==> config.mk <==
export PLATFORM = sky130hd
export DESIGN_NAME = sonar_echo_ranging_averager
export DESIGN_NICKNAME = d
export VERILOG_FILES = /design/src/rtl/core/sera_pkg.sv /design/src/rtl/core/sera_front.sv /design/src/rtl/core/sera_queue.sv /design/src/rtl/core/sera_div.sv /design/src/rtl/core/sera_back.sv /design/src/rtl/core/sonar_echo_ranging_averager.sv
export VERILOG_INCLUDE_DIRS = /design/src /design/src/rtl/core
export SDC_FILE = /design/constraint.sdc
export NUM_CORES = 1
export LEC_CHECK = 0
export ABC_AREA = 1
export ABC_CLOCK_PERIOD_IN_PS = 7280
export BUFFER_PORTS_ARGS = -buffer_cell sky130_fd_sc_hd__buf_4
export CORE_MARGIN = 2
export CORE_UTILIZATION = 65
export DETAILED_ROUTE_END_ITERATION = 10
export PLACE_DENSITY = 0.93
export SYNTH_ARGS = -nofsm -noshare
export SYNTH_HDL_FRONTEND = slang
export SYNTH_SLANG_ARGS = --single-unit
==> constraint.sdc <==
create_clock -name clk -period 7.28 [get_ports clk]
set_clock_uncertainty 0.1 [all_clocks]
set_input_delay 1.456 -clock clk [delete_from_list [all_inputs] [get_ports clk]]
set_output_delay 1.456 -clock clk [all_outputs]
set_load 0.02 [all_outputs]
==> src/rtl/core/sonar_echo_ranging_averager_macros.svh <==
// Assertion macros for the sonar averager RTL.
`ifndef SONAR_ECHO_RANGING_AVERAGER_MACROS_SVH
`define SONAR_ECHO_RANGING_AVERAGER_MACROS_SVH

`ifndef SYNTH
// same-cycle implication, clocked on clk, off while rst_n is low
`define SERA_ASSERT_IMP(name, ante, cons) \
    name: assert property (@(posedge clk) disable iff (!rst_n) (ante) |-> (cons)) \
        else $error("sonar averager check failed");
// next-cycle implication
`define SERA_ASSERT_NEXT(name, ante, cons) \
    name: assert property (@(posedge clk) disable iff (!rst_n) (ante) |=> (cons)) \
        else $error("sonar averager check failed");
`else
`define SERA_ASSERT_IMP(name, ante, cons)
`define SERA_ASSERT_NEXT(name, ante, cons)
`endif

`endif

==> src/rtl/core/sera_pkg.sv <==
package sera_pkg;

    localparam int ADDR_W  = 5;
    localparam int RPB_W   = 5;
    localparam int TRIG_W  = 8;
    localparam int TMO_W   = 16;
    localparam int PAUSE_W = 20;
    localparam int AVG_W   = 16;
    localparam int TICK_W  = 20;

    localparam logic [RPB_W-1:0]   RPB_RST   = 5'd4;
    localparam logic [TRIG_W-1:0]  TRIG_RST  = 8'd10;
    localparam logic [TMO_W-1:0]   START_RST = 16'd5000;
    localparam logic [TMO_W-1:0]   PULSE_RST = 16'd60000;
    localparam logic [AVG_W-1:0]   SAFE_RST  = 16'd1000;
    localparam logic [PAUSE_W-1:0] PAUSE_RST = 20'd100000;

    typedef enum logic [2:0] {
        REG_READINGS = 3'd0,
        REG_TRIGGER  = 3'd1,
        REG_START    = 3'd2,
        REG_PULSE    = 3'd3,
        REG_SAFE     = 3'd4,
        REG_PAUSE    = 3'd5
    } reg_idx_t;

    typedef enum logic [3:0] {
        PH_PAUSE = 4'b0001,
        PH_TRIG  = 4'b0010,
        PH_RISE  = 4'b0100,
        PH_MEAS  = 4'b1000
    } phase_t;

    typedef enum logic [1:0] {
        BK_TAKE = 2'b01,
        BK_DIV  = 2'b10
    } back_st_t;

    // per-tick control bits handed from front to back
    typedef struct packed {
        logic trig;
        logic done;
    } job_ctl_t;

    // result word, trigger_out in bit 0
    typedef struct packed {
        logic [3:0]       pad;
        logic             no_reading;
        logic [AVG_W-1:0] average_width;
        logic             burst_done;
        logic             led_out;
        logic             trigger_out;
    } out_item_t;

endpackage

==> src/rtl/core/sera_front.sv <==
module sera_front #(
    parameter int MAX_READINGS = 16
) (
    input  logic                          clk,
    input  logic                          rst_n,
    input  logic                          accept,
    input  logic                          echo,
    input  logic [sera_pkg::RPB_W-1:0]    readings,
    input  logic [sera_pkg::TRIG_W-1:0]   trigger_ticks,
    input  logic [sera_pkg::TMO_W-1:0]    start_timeout,
    input  logic [sera_pkg::TMO_W-1:0]    pulse_timeout,
    input  logic [sera_pkg::PAUSE_W-1:0]  pause_ticks,
    output sera_pkg::job_ctl_t            job_ctl,
    output logic [sera_pkg::AVG_W+$clog2(MAX_READINGS)-1:0] job_total,
    output logic [$clog2(MAX_READINGS+1)-1:0]               job_cnt
);
    import sera_pkg::*;

    localparam int SUM_W = AVG_W + $clog2(MAX_READINGS);
    localparam int CNT_W = $clog2(MAX_READINGS + 1);
    localparam int CMP_W = (CNT_W > RPB_W) ? CNT_W : RPB_W;

    phase_t             phase_reg, phase_next;
    logic [TICK_W-1:0]  tick_reg, tick_next, t_inc;
    logic [CNT_W-1:0]   idx_reg, idx_next, idx_inc;
    logic [SUM_W-1:0]   total_reg, total_next;
    logic [CNT_W-1:0]   cnt_reg, cnt_next;
    logic [CNT_W-1:0]   len;
    logic [CMP_W-1:0]   rpb_ext;
    logic               end_rd, end_ok, trig, done;

    // readings of zero act as one, above the maximum act as the maximum
    always_comb
    begin
        rpb_ext = CMP_W'(readings);
        if (readings == '0)
            len = CNT_W'(1);
        else if (rpb_ext > CMP_W'(MAX_READINGS))
            len = CNT_W'(MAX_READINGS);
        else
            len = rpb_ext[CNT_W-1:0];
    end

    always_comb
    begin
        phase_next = phase_reg;
        tick_next  = tick_reg;
        idx_next   = idx_reg;
        total_next = total_reg;
        cnt_next   = cnt_reg;
        trig       = 1'b0;
        end_rd     = 1'b0;
        end_ok     = 1'b0;
        done       = 1'b0;
        t_inc      = tick_reg + TICK_W'(1);
        idx_inc    = idx_reg + CNT_W'(1);

        unique case (phase_reg)
            PH_PAUSE:
            begin
                if (tick_reg >= pause_ticks)
                begin
                    phase_next = PH_TRIG;
                    tick_next  = '0;
                    idx_next   = '0;
                    total_next = '0;
                    cnt_next   = '0;
                end
                else
                    tick_next = t_inc;
            end
            PH_TRIG:
            begin
                trig = 1'b1;
                if (t_inc >= TICK_W'(trigger_ticks))
                begin
                    phase_next = PH_RISE;
                    tick_next  = '0;
                end
                else
                    tick_next = t_inc;
            end
            PH_RISE:
            begin
                if (echo)
                begin
                    // rise tick already counts as one high tick
                    phase_next = PH_MEAS;
                    tick_next  = TICK_W'(1);
                    if (pulse_timeout == '0)
                        end_rd = 1'b1;
                end
                else
                begin
                    tick_next = t_inc;
                    if (t_inc > TICK_W'(start_timeout))
                        end_rd = 1'b1;
                end
            end
            PH_MEAS:
            begin
                if (!echo)
                begin
                    end_rd = 1'b1;
                    end_ok = 1'b1;
                end
                else
                begin
                    tick_next = t_inc;
                    if (t_inc > TICK_W'(pulse_timeout))
                        end_rd = 1'b1;
                end
            end
            default:
            begin
                phase_next = PH_PAUSE;
                tick_next  = '0;
            end
        endcase

        if (end_rd)
        begin
            if (end_ok)
            begin
                // high count never exceeds the 16-bit pulse timeout here
                total_next = total_reg + SUM_W'(tick_reg[AVG_W-1:0]);
                cnt_next   = cnt_reg + CNT_W'(1);
            end
            idx_next  = idx_inc;
            tick_next = '0;
            if (idx_inc >= len)
            begin
                phase_next = PH_PAUSE;
                done       = 1'b1;
            end
            else
                phase_next = PH_TRIG;
        end
    end

    always_ff @(posedge clk or negedge rst_n)
    begin
        if (!rst_n)
        begin
            phase_reg <= PH_PAUSE;
            tick_reg  <= '0;
            idx_reg   <= '0;
            total_reg <= '0;
            cnt_reg   <= '0;
        end
        else if (accept)
        begin
            phase_reg <= phase_next;
            tick_reg  <= tick_next;
            idx_reg   <= idx_next;
            total_reg <= total_next;
            cnt_reg   <= cnt_next;
        end
    end

    assign job_ctl.trig = trig;
    assign job_ctl.done = done;
    assign job_total    = total_next;
    assign job_cnt      = cnt_next;

endmodule

==> src/rtl/core/sera_queue.sv <==
module sera_queue #(
    parameter int WIDTH = 8,
    parameter int DEPTH = 2
) (
    input  logic             clk,
    input  logic             rst_n,
    input  logic             push,
    input  logic [WIDTH-1:0] wdata,
    output logic             full,
    input  logic             pop,
    output logic             rvalid,
    output logic [WIDTH-1:0] rdata
);
    localparam int PTR_W = $clog2(DEPTH);
    localparam int CNT_W = $clog2(DEPTH + 1);

    logic [WIDTH-1:0] mem_reg [DEPTH];
    logic [PTR_W-1:0] wr_ptr_reg, rd_ptr_reg;
    logic [CNT_W-1:0] count_reg;
    logic             do_push, do_pop;

    assign full    = (count_reg == CNT_W'(DEPTH));
    assign rvalid  = (count_reg != '0);
    assign rdata   = mem_reg[rd_ptr_reg];
    assign do_push = push && !full;
    assign do_pop  = pop && rvalid;

    always_ff @(posedge clk)
    begin
        if (do_push)
            mem_reg[wr_ptr_reg] <= wdata;
    end

    always_ff @(posedge clk or negedge rst_n)
    begin
        if (!rst_n)
        begin
            wr_ptr_reg <= '0;
            rd_ptr_reg <= '0;
            count_reg  <= '0;
        end
        else
        begin
            if (do_push)
                wr_ptr_reg <= (wr_ptr_reg == PTR_W'(DEPTH - 1)) ? '0
                                                                 : wr_ptr_reg + PTR_W'(1);
            if (do_pop)
                rd_ptr_reg <= (rd_ptr_reg == PTR_W'(DEPTH - 1)) ? '0
                                                                 : rd_ptr_reg + PTR_W'(1);
            if (do_push && !do_pop)
                count_reg <= count_reg + CNT_W'(1);
            else if (do_pop && !do_push)
                count_reg <= count_reg - CNT_W'(1);
        end
    end

endmodule

==> src/rtl/core/sera_div.sv <==
module sera_div #(
    parameter int NUM_W = 20,
    parameter int DEN_W = 5
) (
    input  logic             clk,
    input  logic             rst_n,
    input  logic             start,
    input  logic [NUM_W-1:0] num,
    input  logic [DEN_W-1:0] den,
    output logic             busy,
    output logic [NUM_W-1:0] quo
);
    localparam int STEP_W = $clog2(NUM_W + 1);

    logic [DEN_W-1:0]  rem_reg;
    logic [NUM_W-1:0]  quo_reg;
    logic [DEN_W-1:0]  den_reg;
    logic [STEP_W-1:0] step_reg;
    logic              busy_reg;
    logic [DEN_W:0]    shifted, diff;
    logic              ge;

    // restoring division, one quotient bit a cycle
    always_comb
    begin
        shifted = {rem_reg, quo_reg[NUM_W-1]};
        diff    = shifted - {1'b0, den_reg};
        ge      = (shifted >= {1'b0, den_reg});
    end

    always_ff @(posedge clk)
    begin
        if (start)
        begin
            rem_reg <= '0;
            quo_reg <= num;
            den_reg <= den;
        end
        else if (busy_reg)
        begin
            rem_reg <= ge ? diff[DEN_W-1:0] : shifted[DEN_W-1:0];
            quo_reg <= {quo_reg[NUM_W-2:0], ge};
        end
    end

    always_ff @(posedge clk or negedge rst_n)
    begin
        if (!rst_n)
        begin
            busy_reg <= 1'b0;
            step_reg <= '0;
        end
        else if (start)
        begin
            busy_reg <= 1'b1;
            step_reg <= STEP_W'(NUM_W);
        end
        else if (busy_reg)
        begin
            step_reg <= step_reg - STEP_W'(1);
            if (step_reg == STEP_W'(1))
                busy_reg <= 1'b0;
        end
    end

    assign busy = busy_reg;
    assign quo  = quo_reg;

endmodule

==> src/rtl/core/sera_back.sv <==
module sera_back #(
    parameter int SUM_W = 20,
    parameter int CNT_W = 5
) (
    input  logic                         clk,
    input  logic                         rst_n,
    input  logic                         q_valid,
    input  sera_pkg::job_ctl_t           job_ctl,
    input  logic [SUM_W-1:0]             job_total,
    input  logic [CNT_W-1:0]             job_cnt,
    output logic                         q_pop,
    input  logic [sera_pkg::AVG_W-1:0]   safe_width,
    output logic                         div_start,
    output logic [SUM_W-1:0]             div_num,
    output logic [CNT_W-1:0]             div_den,
    input  logic                         div_busy,
    input  logic [SUM_W-1:0]             div_quo,
    output logic                         m_tvalid,
    input  logic                         m_tready,
    output sera_pkg::out_item_t          m_item
);
    import sera_pkg::*;

    back_st_t         st_reg, st_next;
    logic             out_valid_reg, out_valid_next;
    out_item_t        out_reg, out_next;
    logic             led_reg, led_next;
    logic             trig_hold_reg;
    logic             out_free, load;
    logic [AVG_W-1:0] avg;

    assign out_free = !out_valid_reg || m_tready;
    assign avg      = div_quo[AVG_W-1:0];
    assign div_num  = job_total;
    assign div_den  = job_cnt;

    always_comb
    begin
        st_next   = st_reg;
        led_next  = led_reg;
        out_next  = out_reg;
        q_pop     = 1'b0;
        div_start = 1'b0;
        load      = 1'b0;

        unique case (st_reg)
            BK_TAKE:
            begin
                if (q_valid && out_free)
                begin
                    q_pop = 1'b1;
                    if (job_ctl.done && job_cnt != '0)
                    begin
                        div_start = 1'b1;
                        st_next   = BK_DIV;
                    end
                    else
                    begin
                        load                   = 1'b1;
                        out_next.pad           = '0;
                        out_next.trigger_out   = job_ctl.trig;
                        out_next.led_out       = led_reg;
                        out_next.burst_done    = job_ctl.done;
                        out_next.average_width = '0;
                        out_next.no_reading    = job_ctl.done;
                    end
                end
            end
            BK_DIV:
            begin
                if (!div_busy && out_free)
                begin
                    load                   = 1'b1;
                    led_next               = (avg < safe_width);
                    out_next.pad           = '0;
                    out_next.trigger_out   = trig_hold_reg;
                    out_next.led_out       = led_next;
                    out_next.burst_done    = 1'b1;
                    out_next.average_width = avg;
                    out_next.no_reading    = 1'b0;
                    st_next                = BK_TAKE;
                end
            end
            default:
            begin
                st_next = BK_TAKE;
            end
        endcase

        if (load)
            out_valid_next = 1'b1;
        else if (m_tready)
            out_valid_next = 1'b0;
        else
            out_valid_next = out_valid_reg;
    end

    always_ff @(posedge clk)
    begin
        if (load)
            out_reg <= out_next;
        if (div_start)
            trig_hold_reg <= job_ctl.trig;
    end

    always_ff @(posedge clk or negedge rst_n)
    begin
        if (!rst_n)
        begin
            st_reg        <= BK_TAKE;
            out_valid_reg <= 1'b0;
            led_reg       <= 1'b0;
        end
        else
        begin
            st_reg        <= st_next;
            out_valid_reg <= out_valid_next;
            led_reg       <= led_next;
        end
    end

    assign m_tvalid = out_valid_reg;
    assign m_item   = out_reg;

endmodule

==> src/rtl/core/sonar_echo_ranging_averager.sv <==
// Sonar echo ranging averager. Each input request is one microsecond tick with the
// sampled echo level in s_tdata[0]; each tick yields exactly one result request
// with the trigger drive, the LED drive, and on the tick a burst closes the mean
// echo width (or a no-reading flag). A front FSM tracks pause, trigger, rise and
// measure phases and accumulates widths, one tick per clock while the queue is
// not full; it hands a small job word per tick into a two-entry queue. The back
// end drains the queue into a registered output stage. Ordinary ticks pass at
// one per clock unless m_tready holds the output or a division runs. The tick
// that closes a burst with valid readings runs a restoring divider at one
// quotient bit per clock; the queue keeps accepting ticks meanwhile and s_tready
// drops only once it fills. Registers (APB, 32-bit, byte address 4*i, written
// when psel, penable, pwrite and pready are high, pready tied high):
// 0 readings_per_burst, 1 trigger_ticks, 2 start_timeout, 3 pulse_timeout,
// 4 safe_width, 5 pause_ticks. Write them only while no tick is in flight.
`include "sonar_echo_ranging_averager_macros.svh"

module sonar_echo_ranging_averager #(
    parameter int MAX_READINGS = 16
) (
    input  logic                        clk,
    input  logic                        rst_n,
    // slave side: tdata[0] echo_level, tdata[7:1] zero
    input  logic                        s_tvalid,
    output logic                        s_tready,
    input  logic [7:0]                  s_tdata,
    // master side: tdata[0] trigger_out, [1] led_out, [2] burst_done,
    // [18:3] average_width, [19] no_reading, [23:20] zero
    output logic                        m_tvalid,
    input  logic                        m_tready,
    output logic [23:0]                 m_tdata,
    // configuration
    input  logic                        psel,
    input  logic                        penable,
    input  logic                        pwrite,
    input  logic [sera_pkg::ADDR_W-1:0] paddr,
    input  logic [31:0]                 pwdata,
    output logic [31:0]                 prdata,
    output logic                        pready
);
    import sera_pkg::*;

    localparam int SUM_W   = AVG_W + $clog2(MAX_READINGS);
    localparam int CNT_W   = $clog2(MAX_READINGS + 1);
    localparam int JOB_W   = $bits(job_ctl_t) + SUM_W + CNT_W;
    localparam int Q_DEPTH = 2;

    // configuration registers
    logic [RPB_W-1:0]   rpb_reg;
    logic [TRIG_W-1:0]  trig_reg;
    logic [TMO_W-1:0]   start_reg;
    logic [TMO_W-1:0]   pulse_reg;
    logic [AVG_W-1:0]   safe_reg;
    logic [PAUSE_W-1:0] pause_reg;
    reg_idx_t           reg_idx;
    logic               cfg_wr;

    assign pready  = 1'b1;
    assign reg_idx = reg_idx_t'(paddr[4:2]);
    assign cfg_wr  = psel && penable && pwrite && pready;

    always_ff @(posedge clk or negedge rst_n)
    begin
        if (!rst_n)
        begin
            rpb_reg   <= RPB_RST;
            trig_reg  <= TRIG_RST;
            start_reg <= START_RST;
            pulse_reg <= PULSE_RST;
            safe_reg  <= SAFE_RST;
            pause_reg <= PAUSE_RST;
        end
        else if (cfg_wr)
        begin
            unique case (reg_idx)
                REG_READINGS: rpb_reg   <= pwdata[RPB_W-1:0];
                REG_TRIGGER:  trig_reg  <= pwdata[TRIG_W-1:0];
                REG_START:    start_reg <= pwdata[TMO_W-1:0];
                REG_PULSE:    pulse_reg <= pwdata[TMO_W-1:0];
                REG_SAFE:     safe_reg  <= pwdata[AVG_W-1:0];
                REG_PAUSE:    pause_reg <= pwdata[PAUSE_W-1:0];
                default:      ;  // unmapped, ignored
            endcase
        end
    end

    always_comb
    begin
        unique case (reg_idx)
            REG_READINGS: prdata = 32'(rpb_reg);
            REG_TRIGGER:  prdata = 32'(trig_reg);
            REG_START:    prdata = 32'(start_reg);
            REG_PULSE:    prdata = 32'(pulse_reg);
            REG_SAFE:     prdata = 32'(safe_reg);
            REG_PAUSE:    prdata = 32'(pause_reg);
            default:      prdata = '0;
        endcase
    end

    // front: phase tracking and accumulation, one tick per accepted request
    job_ctl_t         f_ctl;
    logic [SUM_W-1:0] f_total;
    logic [CNT_W-1:0] f_cnt;
    logic             q_full;
    logic             accept;

    assign s_tready = !q_full;
    assign accept   = s_tvalid && s_tready;

    sera_front #(
        .MAX_READINGS (MAX_READINGS)
    ) u_front (
        .clk           (clk),
        .rst_n         (rst_n),
        .accept        (accept),
        .echo          (s_tdata[0]),
        .readings      (rpb_reg),
        .trigger_ticks (trig_reg),
        .start_timeout (start_reg),
        .pulse_timeout (pulse_reg),
        .pause_ticks   (pause_reg),
        .job_ctl       (f_ctl),
        .job_total     (f_total),
        .job_cnt       (f_cnt)
    );

    // job queue between front and back
    logic [JOB_W-1:0] q_wdata, q_rdata;
    logic             q_valid, q_pop;
    job_ctl_t         b_ctl;
    logic [SUM_W-1:0] b_total;
    logic [CNT_W-1:0] b_cnt;

    assign q_wdata                 = {f_ctl, f_total, f_cnt};
    assign {b_ctl, b_total, b_cnt} = q_rdata;

    sera_queue #(
        .WIDTH (JOB_W),
        .DEPTH (Q_DEPTH)
    ) u_queue (
        .clk    (clk),
        .rst_n  (rst_n),
        .push   (accept),
        .wdata  (q_wdata),
        .full   (q_full),
        .pop    (q_pop),
        .rvalid (q_valid),
        .rdata  (q_rdata)
    );

    // back: burst mean through the single divider, output register
    logic             div_start, div_busy;
    logic [SUM_W-1:0] div_num, div_quo;
    logic [CNT_W-1:0] div_den;
    out_item_t        out_item;

    sera_div #(
        .NUM_W (SUM_W),
        .DEN_W (CNT_W)
    ) u_div (
        .clk   (clk),
        .rst_n (rst_n),
        .start (div_start),
        .num   (div_num),
        .den   (div_den),
        .busy  (div_busy),
        .quo   (div_quo)
    );

    sera_back #(
        .SUM_W (SUM_W),
        .CNT_W (CNT_W)
    ) u_back (
        .clk        (clk),
        .rst_n      (rst_n),
        .q_valid    (q_valid),
        .job_ctl    (b_ctl),
        .job_total  (b_total),
        .job_cnt    (b_cnt),
        .q_pop      (q_pop),
        .safe_width (safe_reg),
        .div_start  (div_start),
        .div_num    (div_num),
        .div_den    (div_den),
        .div_busy   (div_busy),
        .div_quo    (div_quo),
        .m_tvalid   (m_tvalid),
        .m_tready   (m_tready),
        .m_item     (out_item)
    );

    assign m_tdata = out_item;

    // back end holds the queue while a mean is being computed
    `SERA_ASSERT_IMP(a_div_holds_queue, div_busy, !q_pop)
    // a started division is in flight on the next clock
    `SERA_ASSERT_NEXT(a_div_runs, div_start, div_busy)
    // bursts never close on a trigger tick
    `SERA_ASSERT_IMP(a_no_trig_at_end, m_tvalid && out_item.burst_done, !out_item.trigger_out)
    // no-reading results carry a zero mean and mark the burst end
    `SERA_ASSERT_IMP(a_none_is_end, m_tvalid && out_item.no_reading, out_item.burst_done && out_item.average_width == '0)

endmodule
; ---- Yosys cells after proc, flatten, opt, wreduce, memory -nomap -nowiden
; Memory sizes are Yosys's and may differ from the RTL's.
; Index checks and enable logic that the tools add are counted.
[word_totals]
register_bits = 204
ramBits = 54
input_bits = 52
out_inout_bits = 59
wordCells = 179
memories = 1
[op_classes]
n_addsub = 10
n_lt_le_gt_ge = 8
eq_ne = 22
n_mux = 70
n_reduce_logical = 39
[mem_list]
columns = memory, words, width, rd, rd_ports_with_merged_regs, wr, line
row1 = u_queue.mem_reg, 2, 27, 1, 0, 1, sera_queue.sv:17  ; logic [WIDTH-1:0] mem_reg [DEPTH];
[op_table]
columns = operator, count
row1 = $mux 20, 11
row2 = $pmux 20 s6, 1
row3 = $pmux 20 s4, 1
row4 = $mux 24, 3
row5 = $mux 5, 12
row6 = $pmux 24 s2, 1
row7 = $gt 20x16->1, 2
row8 = $mux 1, 27
row9 = $add 20x1->20 const B, 1
row10 = $add 20x16->20, 1
row11 = $ge 20x20->1, 1
row12 = $ge 20x8->1, 1
row13 = $logic_not 16->1, 1
row14 = $lt 16x16->1, 1
row15 = $mux 4, 4
row16 = $pmux 4 s4, 1
row17 = $reduce_and 2->1, 8
row18 = $reduce_bool 2->1, 7
row19 = $mux 2, 6
row20 = $add 5x1->5 const B, 2
row21 = $logic_and 1x1->1, 10
row22 = $reduce_and 5->1, 2
row23 = $ne 2x1->1 const B, 4
row24 = $eq 3x2->1 const B, 2
row25 = other kinds (28), 39

; ---- Logic depth before layout (Yosys ltp)
; Gate-level depths: netlist (run 1).
[logic_depth]
depth_word = 9
ltp_mapped = 23
mapped_depth_nobuf = 23

; ---- Modules after synthesis
; From an unflattened synthesis (run 1), not the netlist that was laid out.
[unflattened]
cells_unflattened = 2001
hier_area_um2 = 15924.0
[modules_own_cells]
columns = mod, instances, cells_each, area_each_um2, seq_area_each_um2
row1 = sera_front, 1, 914, 5962.0, 1352.5
row2 = sonar_echo_ranging_averager, 1, 522, 4254.1, 2060.7
row3 = sera_queue, 1, 172, 2245.9, 1721.7
row4 = sera_div, 1, 192, 1757.9, 1001.0
row5 = sera_back, 1, 201, 1704.1, 732.0

; ---- Worst setup path after synthesis (run 1)
; Ideal clock, no wire load.
[synth_timing]
path_kind = input port to output port
from = input paddr[4] in the netlist's numbering
to = output prdata[7]
t_arrival_ps = 2839
required_ps = 5724
slack_ps = 2885
cell_stages = 7
n_path_buf = 1
path_cell_list = inv_1 -> nor3_1 -> inv_1 -> clkbuf_1 -> o22ai_1 -> a221oi_1 -> o21ai_0
[synth_between]
elab_chain_cells = 2
elab_cells_between_ends = 7
classes_between = eq/ne (5) / mux (1) / reduce/logical (1)
[synth_lines]
columns = element, line
row1 = "start, declared", sonar_echo_ranging_averager.sv:35  ; input logic [sera_pkg::ADDR_W-1:0] paddr,
row2 = "$eq 3x3->1, or another cell as far along", sonar_echo_ranging_averager.sv:88  ; unique case (reg_idx)
row3 = $pmux 20 s6 (*), sonar_echo_ranging_averager.sv:88
row4 = "end, declared", sonar_echo_ranging_averager.sv:37  ; output logic [31:0] prdata,
; Every way passes the cells marked *; elsewhere a longest branch is shown, timed or not.

; ---- Worst setup path after layout (run 1)
[layout_timing]
from = register u_queue.rd_ptr_reg
to = register u_div.step_reg[1]
[layout_between]
elab_chain_cells = 7
elab_cells_between_ends = 8
classes_between = mux (4) / reduce/logical (3) / memory (1)
[layout_lines]
columns = element, line
row1 = "start, declared", sera_queue.sv:18  ; logic [PTR_W-1:0] wr_ptr_reg, rd_ptr_reg;
row2 = "start signal, assigned", sera_queue.sv:48  ; rd_ptr_reg <= (rd_ptr_reg == PTR_W'(DEPTH - 1)) ? '0
row3 = $mem_v2 2x27 (*), -
row4 = $reduce_bool 5->1, sera_back.sv:52  ; if (job_ctl.done && job_cnt != '0)
row5 = $logic_and 1x1->1 (*), sera_back.sv:52
row6 = $mux 1 (*), sera_back.sv:52
row7 = $mux 1 (*), sera_back.sv:49  ; if (q_valid && out_free)
row8 = $mux 1 (*), sera_back.sv:46  ; unique case (st_reg)
row9 = named net div_start, sonar_echo_ranging_averager.sv:151  ; logic div_start, div_busy;
row10 = $mux 5 or $reduce_bool 2->1 (tied branches), -
row11 = "end signal, assigned", sera_div.sv:56  ; step_reg <= STEP_W'(NUM_W);
row12 = "end signal, assigned", sera_div.sv:60  ; step_reg <= step_reg - STEP_W'(1);
row13 = "end, declared", sera_div.sv:18  ; logic [STEP_W-1:0] step_reg;
; Mark *: on every way through the listed nets, which the timed path passes. The rest lies on a longest branch.
; A chain may end at the register's enable or synchronous reset.

==> qor.yml, run 1 <==
tns_ns: 0
crit_slowest_cell: "dfrtp_1"
seqPwrFrac: 0.400
coreArea_mm2: 0.0226
clk_latency_ns: 0.55
critPathBufInv: 4
crit_type: "register to register"
synthDistinctLibCells: 62
mostFrequentLayoutCell: "nand2_1"
clkTransAtPathRegs_ns: 0.06
ys_dominant_reg_cell: "dfrtp_1"
postRouteAntennaNets: 0
cpPeakStageDelay_ns: 1.01
die_x_um: 156
num-nets-final: 2012
avgSynthCellArea_um2: 8.35
grt_max_degree: 86
cp.required_ns: 7.65
ff2ff_path_depth: 11
hpwl_mm: 30.0
startpoint: "u_queue.rd_ptr_reg"
tightestPinTransition_ns: 1.13
layout_common_cells: "410 x nand2_1, 232 x inv_1, 145 x o21ai_0"
synth_xor_area_frac: 0.0192
final_cell_area_mm2: 0.0166
io_buffers: 72
yosysWarnings: 0
wl_per_cell_um: 20.4
synth_edf_count: 100
cts_sinks: 254
largest_register_ffs: 54
crit_family: "buffers and inverters"
rsz0062_at_grt: "false"
root_buffer: "clkbuf_16"
arrival_ns: 5.84
initialDrtViolationCount: 2013
grt.overflow.total: 0
total_power_mw: 5.66
maxCapViolCount: 0
power_switching_mw: 2.25
synth-seq-area-share: 0.457
cts_hold_buffers: 0
start_util: 0.663
grt_pass1_wl_mm: 68.7
cp-endpoint: "u_div.step_reg[1]"
synth_seq_cells: 254
drive_gt1_frac: 0.115
crit_chain: "clkinv_1 > or2_2 > o21ai_0 > nand2_1 > nand2_1 > nor2_1 > inv_2 > nand2_1 > inv_1 > a21oi_1 > inv_1"
cp-start-kind: "register"
io_pins: 111
post_cts_resized: 0
vdd_ir_drop_max_v: 0.000189
netlist_area_mm2: 0.0150
powerDensity_mw_per_mm2: 340
cts_setup_buffers: 0
die_height_um: 156
drc_errors: 0
synthTopCellsByArea: "dfrtp_1 20%, edfxtp_1 20%, nand2_1 10%"
end_kind: "register"
synthAdderAreaFrac: 0.0885
yosys.area_share.simple: 0.223
clockBufferDepth: 3
cp.depth: 11
status: "finished, final reports clean"
hold_viol_final: 0
synth_compound_area_frac: 0.126
placed_area_mm2: 0.0157
grt_pass1_vias: 13200
hold_path.class: "register to register"
cts_buffers: 27
p_leak_nw: 8.02
synth_top_area_frac: 0.200
antenna_found_initial: 0
finalSetupViolations: 0
p_clk_frac: 0.250
vias: 13800
synth_top_family_by_area: "simple AND/OR/NAND/NOR gates"
drt-vias-per-instance: 6.37
r2r-start: "u_queue.rd_ptr_reg"
synth.area.mux_share: 0
syn2layout_area_growth_pct: 10.7
drt_wl_total_mm: 44.2
p_int_mw: 3.41
r2r_end: "u_div.step_reg[1]"
min_period_ns: 5.47
period_share: 0.751
row_count: 55
fmax_mhz: 183
diodes: 0
relSlewSlack: 0.248
yosysTopAreaCell: "dfrtp_1"
switching_share: 0.397
p_comb_frac: 0.349
crit_fanout: 46
drv_slew: 0
r2r_slack_ns: 1.81
syn_inst: 1798
dr.pass1.iters: 8
async_reset_ff_frac: 0.587
track_usage: 0.362
tritoncts: "done"
dieArea_mm2: 0.0243
crit_path_frequent_cell: "nand2_1"
cts_htree_levels: 1
globalplace.congestion: 1.02
==> power groups by stage <==
stage	registers, mW	logic (mW)	clock network (mW)
global route	2.29	2.15	1.46
floorplan	2.16	1.31	0
CTS	2.24	1.91	1.41
global placement	2.22	1.68	0
finish	2.26	1.98	1.42
detailed placement	2.25	1.83	0
==> tightest hold or removal path: stages (launching register included) <==
cell     delay, ns
dfrtp_1       0.34
nand2_1       0.05
o21ai_0       0.06
==> per-stage QoR <==
stage	utilization	cells	setup WS, ns	hold WS [ns]
after CTS	0.735	2161	1.99	0.397
after floorplan	-	1813	2.89	0.329
final	0.735	2161	1.81	0.399
after global placement	0.695	2111	2.23	0.359
after global routing	0.735	2161	1.53	0.430
after detailed placement	0.695	2111	2.13	0.364
==> cell type report <==
type | instances | area, um2
sequential | 254 | 6870
clock inverter | 13 | 155
inverter | 244 | 921
tap | 285 | 357
timing repair buffer | 85 | 642
clock buffer | 37 | 743
fill | 1483 | 6010
multi-input combinational | 1243 | 6950
==> synth_stat cells, types with 7 or more instances <==
library cell,instances
buf_4,18
ha_1,103
inv_2,7
o22ai_1,18
nor3_1,15
o211ai_1,8
edfxtp_1,100
a221oi_1,7
nor2_1,133
inv_1,233
clkbuf_1,45
nand2_2,10
xor2_1,20
dfrtp_1,120
a31oi_1,10
o31ai_1,20
nand3_2,9
nand2_1,410
xnor2_1,13
o21ai_0,145
o21ai_1,16
dfstp_2,29
a21oi_1,69
nand4_1,25
nand3_1,122
==> cell families (layout without fill, tap and decap cells) <==
logic type	after synthesis	count (layout)
other	2	17
DFF	254	254
adders and majority gates	105	105
AOI/OAI and AO/OA	329	329
and+or+nand+nor	759	759
xor gates and xnor gates	33	33
buffers and inverters	316	379
==> layer usage <==
metal  global-route usage  routed length (um)  up-vias
met3               0.0928                5490      219
met1                0.470               16500     6390
met5                    0                   0        -
li1                     -                   -     6102
met2                0.574               20000     1046
met4                0.164                2200        0
==> worst min-delay path by stage <==
stage / from / to / slack (ns) / cells past startpoint
4_1_cts: u_back.led_reg / u_back.led_reg / 0.40 / 2
3_3_place_gp: u_div.rem_reg[4] / u_div.rem_reg[4] / 0.36 / 2
5_1_grt: u_queue.count_reg[0] / u_queue.count_reg[0] / 0.43 / 1
3_5_place_dp: u_queue.count_reg[0] / u_queue.count_reg[0] / 0.36 / 1
2_1_floorplan: u_div.rem_reg[4] / u_div.rem_reg[4] / 0.33 / 2
6_report: u_back.led_reg / u_back.led_reg / 0.40 / 2
Note: power is estimated with default switching activity, not from simulation.
==> inputs of run 2 (changes only) <==
--- a/config.mk
+++ b/config.mk
@@ -6,13 +6,13 @@
 export SDC_FILE = /design/constraint.sdc
 export NUM_CORES = 1
 export LEC_CHECK = 0
-export ABC_AREA = 1
-export ABC_CLOCK_PERIOD_IN_PS = 7280
+export ABC_AREA = 0
+export ABC_CLOCK_PERIOD_IN_PS = 4800
 export BUFFER_PORTS_ARGS = -buffer_cell sky130_fd_sc_hd__buf_4
 export CORE_MARGIN = 2
-export CORE_UTILIZATION = 65
+export CORE_UTILIZATION = 55
 export DETAILED_ROUTE_END_ITERATION = 10
-export PLACE_DENSITY = 0.93
+export PLACE_DENSITY = 0.85
 export SYNTH_ARGS = -nofsm -noshare
 export SYNTH_HDL_FRONTEND = slang
 export SYNTH_SLANG_ARGS = --single-unit
==> constraint.sdc (replaced) <==
create_clock -name clk -period 4.8 [get_ports clk]
set_clock_uncertainty 0.1 [all_clocks]
set_input_delay 0.96 -clock clk [delete_from_list [all_inputs] [get_ports clk]]
set_output_delay 0.96 -clock clk [all_outputs]
set_load 0.02 [all_outputs]
==> run 2 against run 1 <==
  * Critical path depth grew 4
  * First-iteration DRC count shrank 25%
  * Count of clock-buffer cells in the layout is 5 lower
  * Final area decreased by 1.2%
  * Utilization shrank 10 points
  * Largest power group unchanged
  * Highest routed layer unchanged
==> qor.yml, run 2 <==
antenna_found_initial: 0  # unchanged
rsz0062_at_grt: "false"
synth_top_family_by_area: "simple AND/OR/NAND/NOR gates"
synthAdderAreaFrac: 0.0922  # +0.00374
die_x_um: 167  # +7.1%
largest_register_ffs: 54  # unchanged
dr.pass1.iters: 5  # -3
critPathBufInv: 1  # -3
yosysWarnings: 0  # unchanged
syn2layout_area_growth_pct: 12.3
hold_path.class: "register to register"
drt_wl_total_mm: 38.1  # -14%
crit_fanout: 16  # -65%
synth_top_area_frac: 0.205  # +0.00537
vias: 11700  # -15%
hpwl_mm: 27.4  # -8.5%
drive_gt1_frac: 0.153  # +0.0384
cpPeakStageDelay_ns: 0.50  # -0.51 ns
grt.overflow.total: 0  # unchanged
cts_hold_buffers: 0  # unchanged
synthDistinctLibCells: 78  # +26%
globalplace.congestion: 0.975  # -4.6%
grt_pass1_vias: 11400  # -13%
cts_sinks: 254  # unchanged
startpoint: "u_front.tick_reg[1]"
start_util: 0.561  # -0.102
die_height_um: 167  # +7.1%
io_pins: 111  # unchanged
wl_per_cell_um: 20.2  # -1.4%
ys_dominant_reg_cell: "dfrtp_1"
crit_chain: "ha_1 > nand2_1 > nor3_1 > xor2_1 > ha_1 > nand2_1 > a21oi_1 > a211oi_1 > maj3_1 > o2111ai_1 > a311o_1 > a2bb2oi_4 > buf_4 > nand3_2 > o22ai_1"
root_buffer: "clkbuf_16"
mostFrequentLayoutCell: "nand2_1"
synth.area.mux_share: 0.0697  # +0.0697
met2WireLength_mm: 17.6  # -12%
dieArea_mm2: 0.0279  # +15%
layout_common_cells: "211 x nand2_1, 120 x dfrtp_1, 118 x o21ai_0"
clkTransAtPathRegs_ns: 0.07  # about the same
track_usage: 0.272  # -0.0893
grt_pass1_wl_mm: 61.0  # -11%
postRouteAntennaNets: 0  # unchanged
grt_max_degree: 93  # +8.1%
powerDensity_mw_per_mm2: 516  # +52%
end_kind: "register"
synth_xor_area_frac: 0.0332  # +0.0139
min_period_ns: 4.30  # -1.17 ns
vdd_ir_drop_max_v: 0.000415  # +120%
drc_errors: 0  # unchanged
num-nets-final: 1692  # -16%
clockBufferDepth: 3  # unchanged
tritoncts: "done"
drv_slew: 0  # unchanged
cts_setup_buffers: 0  # unchanged
tightestPinTransition_ns: 1.22  # +0.0924 ns
cp-start-kind: "register"
io_buffers: 72  # unchanged
synth_most_common_cell: "nand2_1"
cts_htree_levels: 1  # unchanged
period_share: 0.895  # +0.144
crit_type: "register to register"
coreArea_mm2: 0.0261  # +15%
synth-seq-area-share: 0.469  # +0.0123
status: "finished, final reports clean"
route.met3.wl_mm: 3.27  # -40%
fin_ws_ns: 0.502  # -1.31 ns
row_count: 59  # +7.3%
syn_inst: 1465  # -19%
clk_latency_ns: 0.55  # about the same
cts_buffers: 26  # -3.7%
maxCapViolCount: 0  # unchanged
p_leak_nw: 7.34  # -8.6%
cp.required_ns: 5.17  # -2.48 ns
tns_ns: 0  # unchanged
crit_slowest_cell: "dfrtp_1"
diodes: 0  # unchanged
yosys.area_share.simple: 0.151  # -0.0725
arrival_ns: 4.67  # -1.17 ns
synthTopCellsByArea: "dfrtp_1 21%, edfxtp_1 21%, ha_1 8.8%"
min-delay-start: "u_div.rem_reg[4]"
post_cts_resized: 0  # unchanged
hold_viol_final: 0  # unchanged
r2r-start: "u_front.tick_reg[1]"
relSlewSlack: 0.175  # -0.0722
crit_family: "compound AO/OA/AOI/OAI gates"
drt-met1-wl_mm: 16.0  # -3.2%
synth_seq_cells: 254  # unchanged
synth_edf_count: 100  # unchanged
async_reset_ff_frac: 0.587  # unchanged
utilization: 0.630  # -0.104
avgSynthCellArea_um2: 9.99  # +20%
dpl_worst_slack_ns: 0.609  # -1.52 ns
synth_compound_area_frac: 0.129  # +0.00322
drt-vias-per-instance: 6.17  # -3.1%
finalSetupViolations: 0  # unchanged
netlist_area_mm2: 0.0146  # -2.6%
yosysTopAreaCell: "dfrtp_1"
synth_commonest_cells: "212 x nand2_1, 120 x dfrtp_1, 118 x o21ai_0"
fmax_mhz: 233  # +27%
initialDrtViolationCount: 1505  # -25%
highest_layer: "met4"
==> run 2: worst reg2reg max path, delay by kind of cell (launching register included) <==
kind                       cells  cell delay [ns]
adders and majority gates      3             0.77
DFF                            1             0.50
AOI/OAI and AO/OA              6             1.25
and+or+nand+nor                4             0.92
xor gates and xnor gates       1             0.40
buffers and inverters          1             0.26
==> run 2: path summary, 6_finish.rpt <==
kind | end | slack [ns] | cells past startpoint
worst min-delay path | u_div.rem_reg[4] | 0.37 | 2
worst max-delay path | u_front.tick_reg[14] | 0.50 | 15
worst max register to register | u_front.tick_reg[14] | 0.50 | 15
max in group asynchronous | start_reg[12] | 3.16 | 2
min in group asynchronous | pause_reg[0] | 0.42 | 1
worst min register to register | u_div.rem_reg[4] | 0.37 | 2
==> run 2: metrics by stage <==
step	power, mW	cell area (um2)	hold slack [ns]	instances
after floorplan	5.37	14700	0.347	1480
after global placement	6.13	15500	0.358	1842
after detailed placement	6.33	15500	0.366	1842
final	8.47	16400	0.373	1890
after CTS	8.46	16400	0.374	1890
after global routing	8.97	16400	0.391	1890
==> run 2: where the power goes <==
group          switching, mW  internal, mW  total, mW
sequential             0.458          3.02       3.48
clock                  0.881          1.21       2.09
combinational           1.75          1.14       2.90
total                   3.09          5.38       8.47
==> run 2: cells by family (layout without fill, tap and decap cells) <==
| logic type | Yosys count | count (layout) |
|---|---|---|
| and+or+nand+nor | 462 | 462 |
| AOI/OAI and AO/OA | 307 | 307 |
| DFF | 254 | 254 |
| buffers and inverters | 193 | 268 |
| adders and majority gates | 107 | 107 |
| muxes | 94 | 94 |
| xor gates and xnor gates | 46 | 46 |
| other | 2 | 17 |
==> run 2: area by class of cell <==
type | count | area [um2]
Fill cell | 1988 | 9630
Multi-Input combinational cell | 1033 | 7040
Sequential cell | 254 | 6870
Timing Repair Buffer | 102 | 769
Clock buffer | 32 | 703
Inverter | 118 | 443
Tap cell | 335 | 419
Clock inverter | 16 | 183
==> run 2: per-layer routing <==
| layer | global-route usage | vias up |
|---|---|---|
| li1 | - | 5327 |
| met1 | 0.382 | 5639 |
| met2 | 0.438 | 601 |
| met3 | 0.0388 | 94 |
| met4 | 0.0930 | 0 |
| met5 | 0 | - |
==> inputs of run 3 (changes only) <==
--- a/config.mk
+++ b/config.mk
@@ -6,7 +6,7 @@
 export SDC_FILE = /design/constraint.sdc
 export NUM_CORES = 1
 export LEC_CHECK = 0
-export ABC_AREA = 0
+export ABC_AREA = 1
 export ABC_CLOCK_PERIOD_IN_PS = 4800
 export BUFFER_PORTS_ARGS = -buffer_cell sky130_fd_sc_hd__buf_4
 export CORE_MARGIN = 2
==> run 3 against run 2 <==
  * Worst setup slack gained 0.21 ns
  * Via count grew 11%
  * Clock power shrank 6%
  * Critical endpoint is now u_queue.mem_reg[1][25]
  * Largest cell class unchanged
==> qor.yml, run 3 (synthesized netlist as in run 1, its figures left out) <==
io_buffers: 72  # unchanged
crit_type: "register to register"
postRouteAntennaNets: 0  # unchanged
cts_sinks: 254  # unchanged
startpoint: "u_front.tick_reg[0]"
power_switching_mw: 3.13  # +1.2%
wl_per_cell_um: 17.8  # -12%
p_comb_frac: 0.351  # +0.009
cp.required_ns: 4.98  # -0.19 ns
crit_family: "simple AND/OR/NAND/NOR gates"
maxCapViolCount: 0  # unchanged
crit_slowest_cell: "dfrtp_1"
finalSetupViolations: 0  # unchanged
tns_ns: 0  # unchanged
mostFrequentLayoutCell: "nand2_1"
coreArea_mm2: 0.0269  # +3.1%
hold_path.class: "register to register"
hpwl_mm: 28.8  # +5.0%
critPathBufInv: 1  # unchanged
crit_fanout: 9  # -7
num-nets-final: 2024  # +20%
min-delay-start: "u_div.step_reg[1]"
ff2ff_path_depth: 19  # +4
largest_register_ffs: 54  # unchanged
dpl_worst_slack_ns: 0.813  # +0.204 ns
vdd_ir_drop_max_v: 0.000276  # -34%
die_x_um: 169  # +1.3%
crit_path_frequent_cell: "nand2_1"
grt.overflow.total: 0  # unchanged
relSlewSlack: 0.275  # +0.0998
cts_htree_levels: 1  # unchanged
r2r_end: "u_queue.mem_reg[1][25]"
drv_slew: 0  # unchanged
arrival_ns: 4.27  # -0.40 ns
grt_max_degree: 98  # +5.4%
period_share: 0.853  # -0.0428
end_kind: "register"
rsz0062_at_grt: "false"
seqPwrFrac: 0.409  # -0.002
utilization: 0.623  # -0.00766
cp-start-kind: "register"
drt-vias-per-instance: 5.83  # -5.5%
clockBufferDepth: 3  # unchanged
diodes: 0  # unchanged
fin_ws_ns: 0.707  # +0.205 ns
p_int_mw: 5.03  # -6.5%
final_cell_area_mm2: 0.0167  # +1.9%
nFillCells: 2142  # +7.7%
r2r-start: "u_front.tick_reg[0]"
fmax_mhz: 244  # +5.0%
track_usage: 0.276  # +0.00351
post_cts_resized: 0  # unchanged
hold_viol_final: 0  # unchanged
io_pins: 111  # unchanged
min_period_ns: 4.09  # -0.205 ns
cp-endpoint: "u_queue.mem_reg[1][25]"
row_count: 60  # +1.7%
crit_chain: "ha_1 > nand2_4 > nor2_2 > xor2_1 > ha_1 > nand2_1 > nor2_1 > a211oi_1 > o21ai_0 > nand4_1 > nand2_1 > nand2_1 > nand2_1 > nand2_1 > nand2_1 > nand2_2 > nand2_4 > nand2_1 > inv_1"
clkTransAtPathRegs_ns: 0.06  # about the same
p_leak_nw: 8.05  # +9.7%
p_clk_frac: 0.240  # -0.007
cpPeakStageDelay_ns: 0.63  # +0.13 ns
drt_wl_total_mm: 39.7  # +4.0%
powerDensity_mw_per_mm2: 487  # -5.5%
root_buffer: "clkbuf_16"
r2r_slack_ns: 0.71  # +0.21 ns
status: "finished, final reports clean"
layout_common_cells: "410 x nand2_1, 232 x inv_1, 145 x o21ai_0"
placed_area_mm2: 0.0159  # +2.4%
grt_pass1_vias: 12200  # +7.1%
globalplace.congestion: 0.965  # -1.0%
cts_setup_buffers: 0  # unchanged
cts_hold_buffers: 0  # unchanged
drc_errors: 0  # unchanged
switching_share: 0.384  # +0.0186
tritoncts: "done"
initialDrtViolationCount: 1586  # +5.4%
drive_gt1_frac: 0.121  # -0.0322
cp.depth: 19  # +4
dr.pass1.iters: 6  # +1
cts_buffers: 26  # unchanged
clk_latency_ns: 0.55  # about the same
tightestPinTransition_ns: 1.08  # -0.135 ns
dieArea_mm2: 0.0287  # +2.6%
die_height_um: 169  # +1.3%
vias: 13000  # +11%
syn2layout_area_growth_pct: 11.4
grt_pass1_wl_mm: 62.9  # +3.1%
start_util: 0.559  # -0.00245
antenna_found_initial: 0  # unchanged
==> run 3: changes by cell type in the layout (fill, tap and decap cells not counted), moves of 16 or more <==
cell      before  now
o21ai_0      118  145
a21o_1        19    3
o31ai_1        3   20
mux2i_1       49    0
and2_1        17    1
nand2_1      211  410
inv_1        116  232
nor2_1        63  130
mux2_2        43    0
nand3_1       33  122
nor2b_1       16    0
nand2b_1      17    0
a21oi_1       53   69
==> run 3: worst min path at each step <==
stage | end | slack (ns) | depth (start not counted)
finish | u_div.step_reg[1] | 0.38 | 2
global route | u_div.step_reg[1] | 0.41 | 2
CTS | u_div.step_reg[1] | 0.38 | 2
detailed placement | u_div.step_reg[1] | 0.36 | 2
global placement | u_div.rem_reg[4] | 0.35 | 2
floorplan | u_div.rem_reg[4] | 0.33 | 2
==> run 3: area by class of cell <==
type,count,area [um2],share of cell area
multi-input combinational,1243,6950,0.415
sequential,254,6870,0.410
inverter,244,921,0.0550
timing repair buffer,98,752,0.0449
clock buffer,33,697,0.0416
tap,341,427,0.0255
clock inverter,15,124,0.00740
==> run 3: power by group through the flow <==
| stage | logic [mW] | registers, mW | clock network (mW) |
|---|---|---|---|
| 2_1_floorplan | 1.98 | 3.27 | 0 |
| 3_3_place_gp | 2.63 | 3.33 | 0 |
| 6_report | 2.86 | 3.34 | 1.96 |
| 3_5_place_dp | 2.81 | 3.35 | 0 |
| 4_1_cts | 2.83 | 3.32 | 1.98 |
| 5_1_grt | 3.21 | 3.38 | 2.05 |
==> run 3: routing by layer <==
metal	track usage	share of wire	up-vias	wire (um)
met5	0	0	-	0
met1	0.385	0.42	6129	16700
met3	0.0452	0.092	102	3670
met2	0.436	0.45	618	17800
met4	0.104	0.038	0	1490
li1	-	-	6137	-
==> run 3: per-stage QoR <==
step	hold slack [ns]	power (mW)	std cells
after global routing	0.411	8.64	2228
after floorplan	0.329	5.25	1813
after global placement	0.353	5.97	2180
after CTS	0.378	8.13	2228
after detailed placement	0.363	6.16	2180
final	0.382	8.16	2228
==> run 3: worst reg2reg max path: stages (launching register included) <==
cell      delay (ns)
dfrtp_1         0.63
ha_1            0.37
nand2_4         0.11
nor2_2          0.19
xor2_1          0.59
ha_1            0.38
nand2_1         0.07
nor2_1          0.04
a211oi_1        0.21
o21ai_0         0.18
nand4_1         0.12
nand2_1         0.06
nand2_1         0.06
nand2_1         0.05
nand2_1         0.06
nand2_1         0.11
nand2_2         0.13
nand2_4         0.10
nand2_1         0.19
inv_1           0.08
